File: src/hw/rtl/aabb_overlap_resolve_defines.svh
// ----------------------------------------------------------------------------
// Box overlap resolver assertion macros
// Concurrent assertion helpers, clocked on clk and disabled during rst.
// ----------------------------------------------------------------------------
`ifndef AABB_OVERLAP_RESOLVE_DEFINES_SVH
`define AABB_OVERLAP_RESOLVE_DEFINES_SVH

`ifndef SYNTHESIS
// Same-cycle implication.
`define AOR_ASSERT_IMPL(label, ante, cons) \
  label: assert property (@(posedge clk) disable iff (rst) (ante) |-> (cons)) \
    else $error("assertion failed: label");
// Next-cycle implication.
`define AOR_ASSERT_NEXT(label, ante, cons) \
  label: assert property (@(posedge clk) disable iff (rst) (ante) |=> (cons)) \
    else $error("assertion failed: label");
`else
`define AOR_ASSERT_IMPL(label, ante, cons)
`define AOR_ASSERT_NEXT(label, ante, cons)
`endif

`endif

File: src/hw/rtl/aor_pkg.sv
// ----------------------------------------------------------------------------
// Box overlap resolver package
// Shared widths, codes and types for the box overlap resolver.
// ----------------------------------------------------------------------------
`timescale 1ns / 1ps

package aor_pkg;

  localparam int NUM_AXES = 3;
  localparam int CW       = 31;  // center width, signed
  localparam int HW       = 30;  // half-width width, unsigned
  localparam int FUZZ_W   = 16;
  localparam int PW       = 33;  // corner and new position width, signed
  localparam int OW       = 34;  // gap and overlap width, signed

  localparam int IN_DATA_W  = 184;
  localparam int OUT_DATA_W = 72;

  localparam logic OP_LOAD = 1'b0;
  localparam logic OP_TEST = 1'b1;

  typedef enum logic [1:0] {
    AXIS_X = 2'd0,
    AXIS_Y = 2'd1,
    AXIS_Z = 2'd2
  } axis_t;

  typedef struct packed {
    logic [NUM_AXES-1:0][CW-1:0] center;
    logic [NUM_AXES-1:0][HW-1:0] half;
    logic                        immovable;
  } box_t;

  typedef struct packed {
    logic                 apart;
    logic signed [OW-1:0] ov;
  } axis_res_t;

  typedef struct packed {
    logic           overlap;
    axis_t          resolve_axis;
    logic           push_negative;
    logic [PW-1:0]  new_pos_a;
    logic [PW-1:0]  new_pos_b;
  } result_t;

endpackage

File: src/hw/rtl/aabb_overlap_resolve.sv
// Box overlap resolver. A load transfer (tuser opcode 0) holds its box as box A
// and gives no result; a test transfer (opcode 1) checks its box B against the
// held box and gives exactly one result. The block takes one transfer every
// cycle: each item is captured in an input register, where three per-axis
// testers and the resolve logic work on it, and a test result is loaded into
// the output register as the test item leaves the input register. While a
// result waits in the output register, loads keep flowing, but a test item
// waits in the input register until that result is taken, which stalls the
// input. The fuzz register is written through cfg_valid/cfg_data and resets
// to the tolerance 0.00005 in raw fixed point.
// ----------------------------------------------------------------------------
// Box overlap resolver top level
// Input register, per-axis testers, resolve logic and result register.
// ----------------------------------------------------------------------------
`timescale 1ns / 1ps

`include "aabb_overlap_resolve_defines.svh"

module aabb_overlap_resolve #(
  parameter int FRAC_BITS = 16
) (
  input  logic                               clk,
  input  logic                               rst,
  // fuzz register write
  input  logic                               cfg_valid,
  output logic                               cfg_ready,
  input  logic [aor_pkg::FUZZ_W-1:0]         cfg_data,
  // box stream in
  input  logic                               s_tvalid,
  output logic                               s_tready,
  // center_x, center_y, center_z, half_x, half_y, half_z, immovable
  input  logic [aor_pkg::IN_DATA_W-1:0]      s_tdata,
  // opcode
  input  logic [0:0]                         s_tuser,
  // result stream out
  output logic                               m_tvalid,
  input  logic                               m_tready,
  // overlap, resolve_axis, push_negative, new_pos_a, new_pos_b, zero pad
  output logic [aor_pkg::OUT_DATA_W-1:0]     m_tdata
);
  import aor_pkg::*;

  localparam logic [63:0] FUZZ_FULL =
    ((64'd1 << FRAC_BITS) * 64'd5 + 64'd50000) / 64'd100000;
  localparam logic [FUZZ_W-1:0] FUZZ_RESET = FUZZ_FULL[FUZZ_W-1:0];

  localparam int HALF_OFS = NUM_AXES * CW;
  localparam int IMM_OFS  = NUM_AXES * (CW + HW);

  logic [FUZZ_W-1:0] fuzz;

  box_t      in_box;
  logic      s1_valid;
  logic      s1_op;
  box_t      s1_box;
  logic      s1_adv;
  box_t      held_box;

  axis_res_t [NUM_AXES-1:0] axis_res;
  result_t   res_next;
  logic      out_valid;
  result_t   out_res;

  // Unpack the input bus.
  for (genvar g = 0; g < NUM_AXES; g++) begin : g_unpack
    assign in_box.center[g] = s_tdata[g*CW +: CW];
    assign in_box.half[g]   = s_tdata[HALF_OFS + g*HW +: HW];
  end
  assign in_box.immovable = s_tdata[IMM_OFS];

  assign cfg_ready = 1'b1;

  always_ff @(posedge clk) begin
    if (rst) begin
      fuzz <= FUZZ_RESET;
    end else if (cfg_valid) begin
      fuzz <= cfg_data;
    end
  end

  // A load leaves the input register at once; a test waits for room downstream.
  assign s1_adv   = s1_valid && (s1_op == OP_LOAD || !out_valid || m_tready);
  assign s_tready = !s1_valid || s1_adv;

  always_ff @(posedge clk) begin
    if (rst) begin
      s1_valid <= 1'b0;
    end else if (s_tready) begin
      s1_valid <= s_tvalid;
    end
  end

  always_ff @(posedge clk) begin
    if (s_tvalid && s_tready) begin
      s1_op  <= s_tuser[0];
      s1_box <= in_box;
    end
  end

  always_ff @(posedge clk) begin
    if (rst) begin
      held_box <= '0;
    end else if (s1_adv && s1_op == OP_LOAD) begin
      held_box <= s1_box;
    end
  end

  for (genvar g = 0; g < NUM_AXES; g++) begin : g_axis
    aor_axis_test u_axis (
      .center_a ($signed(held_box.center[g])),
      .center_b ($signed(s1_box.center[g])),
      .half_a   (held_box.half[g]),
      .half_b   (s1_box.half[g]),
      .fuzz     (fuzz),
      .res      (axis_res[g])
    );
  end

  aor_resolve u_resolve (
    .box_a    (held_box),
    .box_b    (s1_box),
    .axis_res (axis_res),
    .result   (res_next)
  );

  always_ff @(posedge clk) begin
    if (rst) begin
      out_valid <= 1'b0;
    end else if (!out_valid || m_tready) begin
      out_valid <= s1_valid && (s1_op == OP_TEST);
    end
  end

  always_ff @(posedge clk) begin
    if (s1_adv && s1_op == OP_TEST) begin
      out_res <= res_next;
    end
  end

  assign m_tvalid = out_valid;
  assign m_tdata  = {2'b00, out_res.new_pos_b, out_res.new_pos_a,
                     out_res.push_negative, out_res.resolve_axis, out_res.overlap};

  `AOR_ASSERT_IMPL(a_load_drains, s1_valid && s1_op == OP_LOAD, s1_adv)
  `AOR_ASSERT_IMPL(a_test_blocked, s1_valid && s1_op == OP_TEST && out_valid && !m_tready, !s1_adv)
  `AOR_ASSERT_NEXT(a_test_to_out, s1_adv && s1_op == OP_TEST, out_valid)
  `AOR_ASSERT_NEXT(a_load_held, s1_adv && s1_op == OP_LOAD, held_box == $past(s1_box))
  `AOR_ASSERT_IMPL(a_apart_zero, out_valid && !out_res.overlap, out_res.resolve_axis == AXIS_X && !out_res.push_negative && out_res.new_pos_a == '0 && out_res.new_pos_b == '0)

endmodule

File: src/hw/rtl/aor_axis_test.sv
// ----------------------------------------------------------------------------
// Box overlap resolver: single-axis test
// Computes the separation check and the overlap length on one axis.
// ----------------------------------------------------------------------------
`timescale 1ns / 1ps

module aor_axis_test (
  input  logic signed [aor_pkg::CW-1:0]     center_a,
  input  logic signed [aor_pkg::CW-1:0]     center_b,
  input  logic        [aor_pkg::HW-1:0]     half_a,
  input  logic        [aor_pkg::HW-1:0]     half_b,
  input  logic        [aor_pkg::FUZZ_W-1:0] fuzz,
  output aor_pkg::axis_res_t                res
);
  import aor_pkg::*;

  logic signed [PW-1:0] ha, hb;
  logic signed [PW-1:0] min_a, max_a, min_b, max_b, hi, lo;
  logic signed [OW-1:0] gap_ab, gap_ba, fuzz_s;

  assign ha = $signed({{(PW-HW){1'b0}}, half_a});
  assign hb = $signed({{(PW-HW){1'b0}}, half_b});

  assign min_a = PW'(center_a) - ha;
  assign max_a = PW'(center_a) + ha;
  assign min_b = PW'(center_b) - hb;
  assign max_b = PW'(center_b) + hb;

  assign hi = (max_a < max_b) ? max_a : max_b;
  assign lo = (min_a > min_b) ? min_a : min_b;

  assign gap_ab = OW'(min_a) - OW'(max_b);
  assign gap_ba = OW'(min_b) - OW'(max_a);
  assign fuzz_s = $signed({{(OW-FUZZ_W){1'b0}}, fuzz});

  assign res.apart = (gap_ab > fuzz_s) || (gap_ba > fuzz_s);
  assign res.ov    = OW'(hi) - OW'(lo);

endmodule

File: src/hw/rtl/aor_resolve.sv
// ----------------------------------------------------------------------------
// Box overlap resolver: axis choice and push
// Picks the axis of least overlap and places both boxes apart on it.
// ----------------------------------------------------------------------------
`timescale 1ns / 1ps

module aor_resolve (
  input  aor_pkg::box_t                               box_a,
  input  aor_pkg::box_t                               box_b,
  input  aor_pkg::axis_res_t [aor_pkg::NUM_AXES-1:0] axis_res,
  output aor_pkg::result_t                            result
);
  import aor_pkg::*;

  logic                 apart;
  logic signed [OW-1:0] ov_x, ov_y, ov_z;
  axis_t                sel;
  logic signed [CW-1:0] ca, cb;
  logic        [HW-1:0] ha, hb;
  logic        [HW:0]   span, push;
  logic signed [OW-1:0] push_s, pa, pb;
  logic                 neg;

  assign apart = axis_res[0].apart | axis_res[1].apart | axis_res[2].apart;
  assign ov_x  = $signed(axis_res[0].ov);
  assign ov_y  = $signed(axis_res[1].ov);
  assign ov_z  = $signed(axis_res[2].ov);

  // Ties without a strict minimum fall through to z.
  always_comb begin
    if (ov_x < ov_y && ov_x < ov_z) begin
      sel = AXIS_X;
    end else if (ov_y < ov_x && ov_y < ov_z) begin
      sel = AXIS_Y;
    end else begin
      sel = AXIS_Z;
    end
  end

  always_comb begin
    unique case (sel)
      AXIS_X: begin
        ca = $signed(box_a.center[0]);
        cb = $signed(box_b.center[0]);
        ha = box_a.half[0];
        hb = box_b.half[0];
      end
      AXIS_Y: begin
        ca = $signed(box_a.center[1]);
        cb = $signed(box_b.center[1]);
        ha = box_a.half[1];
        hb = box_b.half[1];
      end
      default: begin
        ca = $signed(box_a.center[2]);
        cb = $signed(box_b.center[2]);
        ha = box_a.half[2];
        hb = box_b.half[2];
      end
    endcase
  end

  assign neg    = ca < cb;
  assign span   = {1'b0, ha} + {1'b0, hb};
  // Movable pairs share the correction; otherwise one box takes all of it.
  assign push   = (box_a.immovable || box_b.immovable) ? span : (span >> 1);
  assign push_s = $signed({{(OW-HW-1){1'b0}}, push});
  assign pa     = neg ? (OW'(cb) - push_s) : (OW'(cb) + push_s);
  assign pb     = neg ? (OW'(ca) + push_s) : (OW'(ca) - push_s);

  always_comb begin
    if (apart) begin
      result = '0;
    end else begin
      result.overlap       = 1'b1;
      result.resolve_axis  = sel;
      result.push_negative = neg;
      result.new_pos_a     = pa[PW-1:0];
      result.new_pos_b     = pb[PW-1:0];
    end
  end

endmodule
File: config.mk
export PLATFORM = sky130hd
export DESIGN_NAME = aabb_overlap_resolve
export DESIGN_NICKNAME = d
export VERILOG_FILES = /design/src/hw/rtl/aor_pkg.sv /design/src/hw/rtl/aabb_overlap_resolve.sv /design/src/hw/rtl/aor_axis_test.sv /design/src/hw/rtl/aor_resolve.sv
export VERILOG_INCLUDE_DIRS = /design/src /design/src/hw/rtl
export SDC_FILE = /design/constraint.sdc
export NUM_CORES = 2
export LEC_CHECK = 0
export ABC_CLOCK_PERIOD_IN_PS = 29700
export BUFFER_PORTS_ARGS = -buffer_cell sky130_fd_sc_hd__buf_2
export CORE_AREA = 2 2 467 469
export DETAILED_ROUTE_END_ITERATION = 16
export DIE_AREA = 0 0 469 471
export GPL_TIMING_DRIVEN = 0
export PLACE_DENSITY_LB_ADDON = 0.08
export SKIP_LAST_GASP = 1
export SLEW_MARGIN = 25
export SYNTH_ARGS = -nofsm -noshare
export SYNTH_HDL_FRONTEND = slang
export SYNTH_SLANG_ARGS = --single-unit
export TNS_END_PERCENT = 50
File: constraint.sdc
create_clock -name clk -period 29.7 [get_ports clk]
set_input_delay 5.94 -clock clk [delete_from_list [all_inputs] [get_ports clk]]
set_output_delay 5.94 -clock clk [all_outputs]
set_load 0.03 [all_outputs]
==> impl_metrics.py <==
metrics = {
    "status": {
        "status": "finished, final reports clean",
    },
    "sta": {
        "maxSlewHeadroom": 0.205,
        "finalHoldViolations": 0,
        "finalWorstSetupSlack_ns": 1.65,
        "fin_crit_sh": 0.944,
        "setup_viol": 0,
        "tns_ns": 0,
        "fmax_mhz": 35.6,
        "rsz0062_at_grt": "false",
        "slew_violations": 0,
        "timing.hold.ws_ns": 0.475,
        "fin_crit_ns": 28.05,
        "skew_ns": 0.0442,
        "worst_slew_pin_slew_ns": 1.19,
    },
    "layout": {
        "drive_above_1_share": 0.0643,
        "area_growth_pct": 12.3,
        "num-fill-cells": 23200,
        "final_cell_mix": "ha_1 (1152), a21oi_1 (897), nor2_1 (763)",
        "nNetsFinal": 9999,
        "final_common_cell": "ha_1",
        "fin_cells": 11500,
    },
    "hold_path": {
        "min_path_type": "flip-flop to flip-flop",
        "holdPathStages": 2,
    },
    "setup_path": {
        "worst_path_max_delay_cell": "nor4_1",
        "arrival_ns": 28.48,
        "critical_path_class": "flip-flop to flip-flop",
        "crit_fanout": 10,
        "r2r_cells": 88,
        "endpoint_kind": "flip-flop",
        "max_stage_delay_ns": 0.84,
        "worstPathRequired_ns": 30.13,
        "critical_path.startpoint_type": "flip-flop",
    },
    "drt": {
        "vias": 61700,
        "firstDrtPassIters": 6,
        "drtAntennaViolNets": 0,
        "drtIter0Drc": 4212,
        "wirelength_um": 295000,
        "wl_per_cell_um": 25.6,
        "vias_per_cell": 5.36,
        "route.detailed.drc": 0,
    },
    "yosys": {
        "synth_area_um2": 64400,
        "synth_top_area_share": 0.224,
        "async_reset_ff_frac": 0,
        "synth_area_leaders": "ha_1 (22%), edfxtp_1 (12%), a21oi_1 (7.0%)",
        "syn_inst": 8249,
        "ys_seq_area_frac": 0.182,
        "synth_top_area_cell": "ha_1",
        "synth_edf_count": 255,
        "postSynthAreaPerCell_um2": 7.80,
        "synth_cell_types": 109,
        "ys_seq_elements": 457,
        "ys_warn_count": 0,
        "synth-main-ff-cell": "edfxtp_1",
    },
    "global_routing": {
        "grt_pass1_vias": 61800,
        "grt_max_degree": 25,
        "grt_pass1_wl_um": 414000,
        "grt_overflow": 0,
        "grt_use_total": 0.259,
        "antenna_found_initial": 17,
    },
    "clocking": {
        "numCtsBuffers": 69,
        "cts_sinks": 457,
        "hold_buffers": 0,
        "clk_pin_slew_ns": 0.06,
        "cts_tree": "done",
        "clkLatencyLatePin_ns": 0.74,
        "htree_levels": 3,
        "root_buffer": "clkbuf_16",
        "cts_resized": 0,
        "clockBufferDepth": 3,
        "post_cts_buffers": 0,
    },
    "die": {
        "die_h_um": 471,
        "rows": 171,
        "initial_core_util": 0.298,
        "ios": 281,
        "dieArea_um2": 221000,
        "coreArea_um2": 216000,
        "die_x_um": 469,
    },
    "placed_design": {
        "portBuffers": 275,
        "pre_cts_ws_ns": 1.40,
        "hpwlAfterDp_um": 258000,
        "dp_cells": 11400,
        "place_congestion": 0.954,
    },
    "job": {
        "maxCapViolations": 0,
    },
}
## final timing paths
check                             startpoint           end  slack (ns)
worst max-delay path             s1_box[122]   m_tdata[68]        1.65
worst min-delay path            held_box[72]  held_box[72]        0.48
worst max register to register   s1_box[122]   m_tdata[68]        1.65
worst min register to register  held_box[72]  held_box[72]        0.48
## routing by layer
layer,GRT usage,share of wire
met5,0,0
met1,0.334,0.45
met3,0.0228,0.039
met2,0.443,0.47
met4,0.104,0.046
## state kept, by name (all words and copies together) (netlist names)
signal and count:
s1_op 1, m_tdata 70, s1_valid 1, s1_box 184, m_tvalid 1, fuzz 16
held_box 184
## cells in the mapped netlist (162+ instances only)
| library cell | count |
|---|---|
| nand2_1 | 648 |
| ha_1 | 1152 |
| dfxtp_1 | 202 |
| nor2_1 | 765 |
| xnor2_1 | 456 |
| edfxtp_1 | 255 |
| nor3_1 | 162 |
| clkbuf_1 | 215 |
| mux2i_1 | 221 |
| o21ai_0 | 347 |
| a21o_1 | 247 |
| a21oi_1 | 898 |
| inv_1 | 753 |
## area by class of cell
class	count	area (um2)	share of cell area
Buffer	247	1000	0.0139
Timing Repair Buffer	296	1890	0.0262
Inverter	756	2840	0.0393
Antenna cell	3	7.51	0.000104
Clock buffer	89	1900	0.0263
Clock inverter	37	408	0.00564
Sequential cell	457	11700	0.162
Tap cell	2854	3570	0.0494
Multi-Input combinational cell	6790	49000	0.677
## logic make-up after synthesis
logic type	synth area share
xor gates and xnor gates	0.0835
and+or+nand+nor	0.173
muxes	0.0370
adders and majority gates	0.232
DFF	0.182
AOI/OAI and AO/OA	0.234
other	0.000117
buffers and inverters	0.0591
## worst max-delay path, delay by kind of cell, from the launching register on
kind / cells / cell delay, ns
XOR/XNOR: 2 / 0.52
multiplexers: 2 / 0.94
adder cells (fa/ha/maj): 9 / 2.44
AO/OA/AOI/OAI: 45 / 12.43
AND/OR/NAND/NOR: 21 / 7.17
flip-flops: 1 / 0.47
buffers and inverters: 9 / 3.62
## metrics by stage
| step | utilization | cell area [um2] |
|---|---|---|
| 2_1_floorplan | - | 64400 |
| 3_3_place_gp | 0.321 | 69300 |
| 3_5_place_dp | 0.324 | 70000 |
| 4_1_cts | 0.335 | 72300 |
| 5_1_grt | 0.335 | 72300 |
| 6_report | 0.335 | 72300 |
Power is left out: the tool's default activity adds up to more than one toggle a clock period on the data nets, which glitch-free logic cannot reach.
